File: src/rtl/core/ctab_pkg.sv
`timescale 1ns / 1ps

package ctab_pkg;

  // Fixed field widths
  localparam int ID_W  = 32;
  localparam int TS_W  = 32;
  localparam int THR_W = 16;
  localparam int OCC_W = 7;
  localparam int EV_W  = 3;

  localparam logic [THR_W-1:0] THR_RESET = 16'd5;

  // Result event codes
  typedef enum logic [EV_W-1:0] {
    EV_IGNORED    = 3'd0,
    EV_REFRESHED  = 3'd1,
    EV_NEW        = 3'd2,
    EV_FULL       = 3'd3,
    EV_LEFT       = 3'd4,
    EV_SWEEP_NONE = 3'd5
  } ev_t;

  // Memory read address source
  typedef enum logic {
    RA_IDX,
    RA_CNT
  } rd_sel_t;

  // Memory write address source
  typedef enum logic {
    WA_IDX,
    WA_CNT
  } wa_sel_t;

  // Memory write data source
  typedef enum logic {
    WD_ITEM,
    WD_MOVED
  } wd_sel_t;

  // What the output register takes this cycle
  typedef enum logic [1:0] {
    EM_OFF,
    EM_ITEM,
    EM_PEND,
    EM_EMPTY
  } emit_t;

  // Controller to datapath
  typedef struct packed {
    logic    load_item;
    logic    idx_clr;
    logic    idx_inc;
    logic    rd_en;
    rd_sel_t rd_sel;
    logic    wr_en;
    wa_sel_t wa_sel;
    wd_sel_t wd_sel;
    logic    cnt_inc;
    logic    cnt_dec;
    logic    pend_set;
    logic    pend_clr;
    emit_t   emit;
    ev_t     ev;
    logic    last;
  } cmd_t;

  // Datapath to controller
  typedef struct packed {
    logic kind;
    logic in_range;
    logic idx_lt_cnt;
    logic idx_is_tail;
    logic full;
    logic id_match;
    logic expired;
    logic pend_valid;
  } sts_t;

endpackage

File: src/rtl/core/ctab_ctrl.sv
`timescale 1ns / 1ps

module ctab_ctrl (
  input  logic          clk,
  input  logic          rst_n,
  input  logic          start,
  output logic          busy,
  input  ctab_pkg::sts_t sts,
  output ctab_pkg::cmd_t cmd
);
  import ctab_pkg::*;

  typedef enum logic [2:0] {
    S_IDLE,
    S_DISP,
    S_ENC_RD,
    S_ENC_CHK,
    S_SW_RD,
    S_SW_CHK,
    S_SW_TRD,
    S_SW_MOV
  } state_t;

  state_t state_r, state_nxt;
  logic   busy_r;

  // Next state and command decode
  always_comb begin
    state_nxt = state_r;
    cmd       = '0;
    cmd.rd_sel = RA_IDX;
    cmd.wa_sel = WA_IDX;
    cmd.wd_sel = WD_ITEM;
    cmd.emit   = EM_OFF;
    cmd.ev     = EV_IGNORED;
    unique case (state_r)
      S_IDLE: begin
        if (start) begin
          cmd.load_item = 1'b1;
          cmd.idx_clr   = 1'b1;
          state_nxt     = S_DISP;
        end
      end
      S_DISP: begin
        if (sts.kind) begin
          cmd.pend_clr = 1'b1;
          state_nxt    = S_SW_RD;
        end else if (!sts.in_range) begin
          cmd.emit  = EM_ITEM;
          cmd.ev    = EV_IGNORED;
          state_nxt = S_IDLE;
        end else begin
          state_nxt = S_ENC_RD;
        end
      end
      // encounter: look up the id one entry at a time
      S_ENC_RD: begin
        if (sts.idx_lt_cnt) begin
          cmd.rd_en = 1'b1;
          state_nxt = S_ENC_CHK;
        end else if (sts.full) begin
          cmd.emit  = EM_ITEM;
          cmd.ev    = EV_FULL;
          state_nxt = S_IDLE;
        end else begin
          cmd.wr_en   = 1'b1;
          cmd.wa_sel  = WA_CNT;
          cmd.cnt_inc = 1'b1;
          cmd.emit    = EM_ITEM;
          cmd.ev      = EV_NEW;
          state_nxt   = S_IDLE;
        end
      end
      S_ENC_CHK: begin
        if (sts.id_match) begin
          cmd.wr_en = 1'b1;
          cmd.emit  = EM_ITEM;
          cmd.ev    = EV_REFRESHED;
          state_nxt = S_IDLE;
        end else begin
          cmd.idx_inc = 1'b1;
          state_nxt   = S_ENC_RD;
        end
      end
      // sweep: one removal is held back so the final one can carry last
      S_SW_RD: begin
        if (sts.idx_lt_cnt) begin
          cmd.rd_en = 1'b1;
          state_nxt = S_SW_CHK;
        end else if (sts.pend_valid) begin
          cmd.emit     = EM_PEND;
          cmd.last     = 1'b1;
          cmd.pend_clr = 1'b1;
          state_nxt    = S_IDLE;
        end else begin
          cmd.emit  = EM_EMPTY;
          state_nxt = S_IDLE;
        end
      end
      S_SW_CHK: begin
        if (!sts.expired) begin
          cmd.idx_inc = 1'b1;
          state_nxt   = S_SW_RD;
        end else begin
          cmd.pend_set = 1'b1;
          cmd.cnt_dec  = 1'b1;
          if (sts.pend_valid) begin
            cmd.emit = EM_PEND;
          end
          state_nxt = sts.idx_is_tail ? S_SW_RD : S_SW_TRD;
        end
      end
      // fetch the tail entry (count already decremented)
      S_SW_TRD: begin
        cmd.rd_en  = 1'b1;
        cmd.rd_sel = RA_CNT;
        state_nxt  = S_SW_MOV;
      end
      S_SW_MOV: begin
        cmd.wr_en  = 1'b1;
        cmd.wd_sel = WD_MOVED;
        state_nxt  = S_SW_RD;
      end
      default: state_nxt = S_IDLE;
    endcase
  end

  // State and busy flag
  always_ff @(posedge clk) begin
    if (!rst_n) begin
      state_r <= S_IDLE;
      busy_r  <= 1'b0;
    end else begin
      state_r <= state_nxt;
      busy_r  <= (state_nxt != S_IDLE);
    end
  end

  assign busy = busy_r;

endmodule

File: config.mk
export PLATFORM = sky130hd
export DESIGN_NAME = ctab_ctrl
export DESIGN_NICKNAME = d
export VERILOG_FILES = /design/src/rtl/core/ctab_pkg.sv /design/src/rtl/core/ctab_ctrl.sv
export SDC_FILE = /design/constraint.sdc
export NUM_CORES = 1
export LEC_CHECK = 0
export ABC_AREA = 1
export BUFFER_PORTS_ARGS = -buffer_cell sky130_fd_sc_hd__buf_2
export CELL_PAD_IN_SITES_DETAIL_PLACEMENT = 1
export CELL_PAD_IN_SITES_GLOBAL_PLACEMENT = 2
export CORE_ASPECT_RATIO = 1.2
export CORE_MARGIN = 1.5
export CORE_UTILIZATION = 20
export CTS_CLUSTER_DIAMETER = 120
export DETAILED_ROUTE_END_ITERATION = 10
export GPL_TIMING_DRIVEN = 0
export HOLD_SLACK_MARGIN = 0.06
export PLACE_DENSITY = 0.83
export SYNTH_ARGS = -nofsm -noshare
export SYNTH_HDL_FRONTEND = slang
export SYNTH_SLANG_ARGS = --single-unit
File: constraint.sdc
create_clock -name clk -period 1.9 [get_ports clk]
set_input_delay 0.285 -clock clk [delete_from_list [all_inputs] [get_ports clk]]
set_output_delay 0.285 -clock clk [all_outputs]
set_load 0.01 [all_outputs]
==> results.md, run 1 <==
- Logic pwr share: about two fifths
- Share of cells above drive strength 1: between 30% and 40%
- Crit path buffers/inverters: 3
- CP arrival: 1.45 ns
- Crit path max fanout: 6
- Design Power: between 300 and 400 uW
- Die Width: roughly 50 um
- Post-DP HPWL: approximately 1400 um
- Clock latency at the later pin of the worst-skew pair: about 0.24 ns
- Num rows: 20
- Filler cells: around 360
- Nets: between 100 and 150
- Die Ht: 59.6 um
- Vias: ~640
- Net Switching: 144 uW
- Initial antenna violation count: 0
- Share of the synthesized area in the top cell type: between 10 and 15%
- Reg2Reg Depth: 8
- Setup crit start: state_r[0]
- Levels on crit path: 7
- Hold path cells: 3
- Avg WL per Cell: 10.4 um
- Final Critical Period: between 1.5 and 2 ns
- Ant. Diodes: 0
- Kind of critical path: reg -> out
- CORE AREA: around 2500 sq um
- Final Cycle Share: about nine tenths
- Storage cell area: 82.6 sq um
- Pin count of the biggest net entering global routing: 10
- Seq/Total Area, Yosys: between 10% and 20%
- Final setup violation count: 0
- Synth top area cells: dfxtp_1 (15%), nand2_1 (13%), inv_1 (11%)
- Worst R2R End: busy
- Critical-path cell list: inv_2 > nand2_1 > inv_1 > nand2_1 > nand3_1 > o21a_1 > buf_2
- Cells after synthesis: 87
- Cell Area, Synth: between 500 and 600 sq um
- Gpl congestion: 0.756
- Hold Buf Count CTS: 0
- CTS H-tree depth: 1
- Routed Antenna Nets: 0
- Syn_nets: roughly 100
- First-pass GRT wire length: ~2800 um
- Vias in the first global route: ~700
- Iter 0 DRT Violations: 8
- Int Power: about 230 uW
- WP data required: roughly 1.6 ns
- Critical path's slowest cell: dfxtp_1
- Sw Share: a little under two fifths
- Hold Startpoint: rst_n
- Slowest cell delay on critical path: ~0.48 ns
- Total global routing track utilization: between 10% and 20%
- Sum Neg Setup Slack: 0 ns
- DRC viols: 0
- Status: completed
- Share of power burned in registers: a little under a third
- Final WL: ~1600 um
- Final Skew: 0.00434 ns
- Min-delay worst type: in -> reg
- Final Hold Viols: 0
- IO Pins: 30
- CP most frequent cell: nand2_1
- Worst Setup Start Kind: flop
- Worst VDD drop: about 0.27 mV
- Worst Setup EP: cmd[4]
- Fmax: about 580 MHz
- I/O Buffers: 28
- Clock-pin slew on the worst setup and hold paths: around 0.04 ns
- Total grt overflow: 0
- Multi-input gate area: 354 sq um
- Vias per cell: approximately 4.2
- Power Density: approximately 510 nW/um^2
- Unique cell type count in the Yosys netlist: 24
- CP delay by family, top: flip-flops
- Synth warn: 0
- Register-to-register setup slack: about 0.42 ns
- Most common cell after layout, fill and taps aside: buf_2
- Total of max-cap violations: 0
- Starting Density: a little over a fifth
- RSZ-0062 raised after global routing: false
- Syn avg cell area: around 6.1 sq um
- Area of the die: 2990 sq um
- Setup crit end kind: output pin
- Clk buf depth: 2
- CTS sink count: 4
- Seq cells post-synth: 4
- Cell taking the most area after synthesis: dfxtp_1
- Clock Power Share: 28.1%
- CTS tree: built
- Pleak: about 0.44 nW
- Pins Over Slew Limit: 0
- Area Growth Syn to Fin: 38.6%
- CTS buffer count: 3
- Most frequent cells in the layout: buf_2 (28), nand2_1 (19), inv_1 (15)
- Clk root buf: clkbuf_4
- Drt first pass iters: 4
- Worst R2R Start: state_r[2]
## layer usage
metal	global-route usage [%]	part of all wire [%]	up-vias
met2	23.5	51	21
met1	13.0	42	279
met4	6.35	1.2	0
met3	1.52	5.9	2
met5	0	0	-
li1	-	-	333
## synth_stat cells (all sizes together)
master  count
dfxtp       4
o21a        1
inv        18
nand2      20
a21oi       2
nor3        5
conb        1
nor2       13
nand4       3
ha          3
o221ai      1
o21bai      1
o21ai       2
nand3       9
buf         4
## cell families (layout without fill, tap and decap cells)
family	count (synthesis)	count (layout)	share of synthesized area, %
simple gates	50	50	50.4
fa+ha+maj	3	3	7.03
buf+inv	22	53	18.7
other cells	1	1	0.702
flops	4	4	15.0
compound gates	7	7	8.20
## worst min-delay path: cells and delay by family
kind	cells	cell delay (ns)
buf+inv	1	0.10
simple gates	2	0.10
## how the worst min path moves through the flow
stage	end	slack [ns]
global route	busy	0.31
global placement	busy	0.51
finish	busy	0.28
detailed placement	busy	0.52
floorplan	busy	0.40
CTS	busy	0.27
## registers in the layout, indices dropped and copies added, names as in the netlist
register,count
busy,1
state_r,3
## power by group through the flow
stage	Combinational (mW)	Clock [mW]	Sequential (mW)
after detailed placement	0.159	0	0.114
after global placement	0.154	0	0.114
after global routing	0.176	0.120	0.115
after CTS	0.160	0.111	0.112
after floorplan	0.106	0	0.113
final	0.156	0.105	0.113
## metrics by stage
stage / hold WS (ns) / setup slack, ns / utilization (%) / instance area (sq um) / cells
after global routing: 0.308 / 0.0204 / 29.3 / 741 / 151
after floorplan: 0.395 / 0.413 / - / 534 / 87
final: 0.277 / 0.165 / 29.3 / 741 / 151
after global placement: 0.512 / 0.279 / 28.3 / 716 / 148
after detailed placement: 0.521 / 0.256 / 28.3 / 716 / 148
after CTS: 0.273 / 0.0158 / 29.2 / 738 / 151
## final cells by class
cell class / count / share of cell area [%]
repair buffers: 28 / 18.9
plain buffers: 4 / 4.05
flip-flops and latches: 4 / 11.1
well taps: 33 / 5.57
clock buffers: 3 / 3.04
inverters: 18 / 9.46
multi-input cells: 61 / 47.8
## timing repair
| action | 4_1_cts | 5_1_grt |
|---|---|---|
| setup endpoints to repair | 0 | 6 |
| resized for setup | 0 | 2 |
| setup buffers | 0 | 0 |
No activity file was read; power rests on OpenSTA's default activity.
==> run 2, diff against run 1 <==
--- a/config.mk
+++ b/config.mk
@@ -17,6 +17,7 @@
 export GPL_TIMING_DRIVEN = 0
 export HOLD_SLACK_MARGIN = 0.06
 export PLACE_DENSITY = 0.83
+export REMOVE_ABC_BUFFERS = 1
 export SYNTH_ARGS = -nofsm -noshare
 export SYNTH_HDL_FRONTEND = slang
 export SYNTH_SLANG_ARGS = --single-unit
==> run 2 against run 1 <==
Hold slack improved by 0.0097 ns. Critical path depth did not move. Die area unchanged. Largest power group unchanged.
==> results.md, run 2 (synthesized netlist as in run 1, its figures left out) <==
- Crit path max fanout: 9 (was 6)
- Finished Layout Cells: 147 (was 151)
- Max reg flops: 3 (unchanged)
- CTS H-tree depth: 1 (unchanged)
- Logic pwr share: 40.6% (was 41.7%)
- Placed Area: 686 sq um (was 716 sq um)
- Place WS: 0.246 ns (was 0.256 ns)
- Pins Over Slew Limit: 0 (unchanged)
- Iter 0 DRT Violations: 2 (was 8)
- Fmax: 573 MHz (was 576 MHz)
- Pleak: 0.414 nW (was 0.435 nW)
- CP arrival: 1.46 ns (was 1.45 ns)
- Area Growth Syn to Fin: 33.3% (was 38.6%)
- Initial antenna violation count: 0 (unchanged)
- Area of the die: 2990 sq um (unchanged)
- IO Pins: 30 (unchanged)
- Worst R2R End: busy (unchanged)
- First-pass GRT wire length: 2570 um (was 2830 um)
- Final Critical Period: 1.75 ns (was 1.74 ns)
- Clock latency at the later pin of the worst-skew pair: 0.23 ns (was 0.24 ns)
- CTS sink count: 4 (unchanged)
- Gpl congestion: 0.742 (was 0.756)
- Register-to-register setup slack: 0.42 ns (about the same)
- WP data required: 1.62 ns (about the same)
- Slowest cell delay on critical path: 0.38 ns (was 0.48 ns)
- Total of max-cap violations: 0 (unchanged)
- Worst Setup Start Kind: flop (unchanged)
- Avg WL per Cell: 10.4 um (about the same)
- Nets: 130 (was 134)
- Vias in the first global route: 592 (was 696)
- Clk root buf: clkbuf_4 (unchanged)
- Critical path's slowest cell: dfxtp_2 (was dfxtp_1)
- Share of power burned in registers: 30.8% (was 30.2%)
- Worst R2R Start: state_r[1] (was state_r[2])
- Clk buf depth: 2 (unchanged)
- Min-delay worst type: in -> reg (unchanged)
- Layout Utilization: 28.2% (was 29.3%)
- Filler cells: 349 (was 356)
- Sum Neg Setup Slack: 0 ns (unchanged)
- Int Power: 226 uW (was 231 uW)
- CORE AREA: 2530 sq um (unchanged)
- Hold Startpoint: rst_n (unchanged)
- RSZ-0062 raised after global routing: false (unchanged)
- Final Hold Viols: 0 (unchanged)
- Critical-path cell list: inv_4 > ha_1 > inv_1 > nor2_1 > nand2_1 > o21ai_0 > buf_2 (was inv_2 > nand2_1 > inv_1 > nand2_1 > nand3_1 > o21a_1 > buf_2)
- Most common cell after layout, fill and taps aside: buf_2 (unchanged)
- Starting Density: 21.1% (unchanged)
- Power Density: 519 nW/um^2 (was 505 nW/um^2)
- Storage cell area: 83.8 sq um (was 82.6 sq um)
- Die Ht: 59.6 um (unchanged)
- Final setup violation count: 0 (unchanged)
- Routed Antenna Nets: 0 (unchanged)
- Vias: 624 (was 635)
- Die Width: 50.2 um (unchanged)
- CTS tree: built (unchanged)
- Worst VDD drop: 0.371 mV (was 0.270 mV)
- Top reg by flops: state_r (unchanged)
- Placed Cells: 144 (was 148)
- Final WL: 1530 um (was 1580 um)
- Status: completed (unchanged)
- Multi-input gate area: 354 sq um (unchanged)
- Vias per cell: 4.24 (was 4.21)
- DRC viols: 0 (unchanged)
- Final Skew: 0.000183 ns (was 0.00434 ns)
- Final worst setup slack: 0.155 ns (was 0.165 ns)
- Drt first pass iters: 2 (was 4)
- Total grt overflow: 0 (unchanged)
- Pin count of the biggest net entering global routing: 10 (unchanged)
- Net Switching: 143 uW (was 144 uW)
- Share of cells above drive strength 1: 38.6% (was 39.8%)
- Clock Power Share: 28.6% (was 28.1%)
- Post-DP HPWL: 1300 um (was 1390 um)
- Sw Share: 38.8% (was 38.4%)
- Post-layout instance area: 712 sq um (was 741 sq um)
- Final Cycle Share: 91.9% (was 91.3%)
- Setup crit end kind: output pin (unchanged)
- Reg2Reg Depth: 9 (was 8)
- Most frequent cells in the layout: buf_2 (28), nand2_1 (19), inv_1 (15) (unchanged)
- Num rows: 20 (unchanged)
- Hold worst-path end: busy (unchanged)
- CTS buffer count: 3 (unchanged)
- I/O Buffers: 28 (unchanged)
- Kind of critical path: reg -> out (unchanged)
- Clock-pin slew on the worst setup and hold paths: 0.04 ns (about the same)
- Ant. Diodes: 0 (unchanged)
- Hold path cells: 3 (unchanged)
- Post-CTS Setup Repair Bufs: 0 (unchanged)
- Total global routing track utilization: 11.2% (was 12.3%)
==> run 2: cell types whose count changed in the layout (fill, tap and decap cells not counted) <==
cell,change
buf_4,-4
dfxtp_2,+1
dfxtp_1,-1
==> run 2: critical path: cells and delay by family (launching register included) <==
kind	cells	cell delay, ns
flops	1	0.38
buf+inv	3	0.35
fa+ha+maj	1	0.23
simple gates	2	0.20
compound gates	1	0.06
==> run 2: cell type report <==
cell class / instances / share of cell area, %
Multi-Input combinational cell: 61 / 49.7
Timing Repair Buffer: 28 / 19.7
Sequential cell: 4 / 11.8
Inverter: 18 / 9.84
Tap cell: 33 / 5.80
Clock buffer: 3 / 3.16
==> run 2: metal layers <==
layer  vias to the layer above  routed length (um)  global-route usage [%]  part of all wire, %
met2                        13                 799                    19.7                   52
met1                       285                 666                    13.3                   44
met4                         0                   0                    3.57                    0
met5                         -                   0                       0                    0
met3                         0                  62                    2.53                  4.1
li1                        326                   -                       -                    -
==> run 2: repair_timing <==
action,CTS,global route
endpoints found under the setup margin,0,5
hold buffers,0,0
gates resized for setup,0,3
==> run 2: worst max-delay path by stage <==
stage / endpoint / slack (ns) / depth (start not counted) / start
2_1_floorplan: cmd[1] / 0.41 / 6 / state_r[2]
3_3_place_gp: busy / 0.28 / 9 / state_r[2]
3_5_place_dp: busy / 0.25 / 9 / state_r[2]
4_1_cts: cmd[1] / 0.02 / 7 / state_r[2]
5_1_grt: cmd[1] / 0.004 / 7 / state_r[2]
6_report: cmd[1] / 0.15 / 7 / state_r[2]
==> run 2: metrics by stage <==
stage	hold WS (ns)	power [mW]
after floorplan	0.395	0.213
after global placement	0.517	0.263
after detailed placement	0.532	0.265
after CTS	0.279	0.380
after global routing	0.311	0.407
final	0.287	0.369
==> run 2: power by group through the flow <==
stage,Clock [mW],Sequential (mW),Combinational [mW]
after floorplan,0,0.113,0.100
after global placement,0,0.114,0.149
after detailed placement,0,0.113,0.152
after CTS,0.115,0.113,0.153
after global routing,0.119,0.116,0.172
final,0.106,0.114,0.150
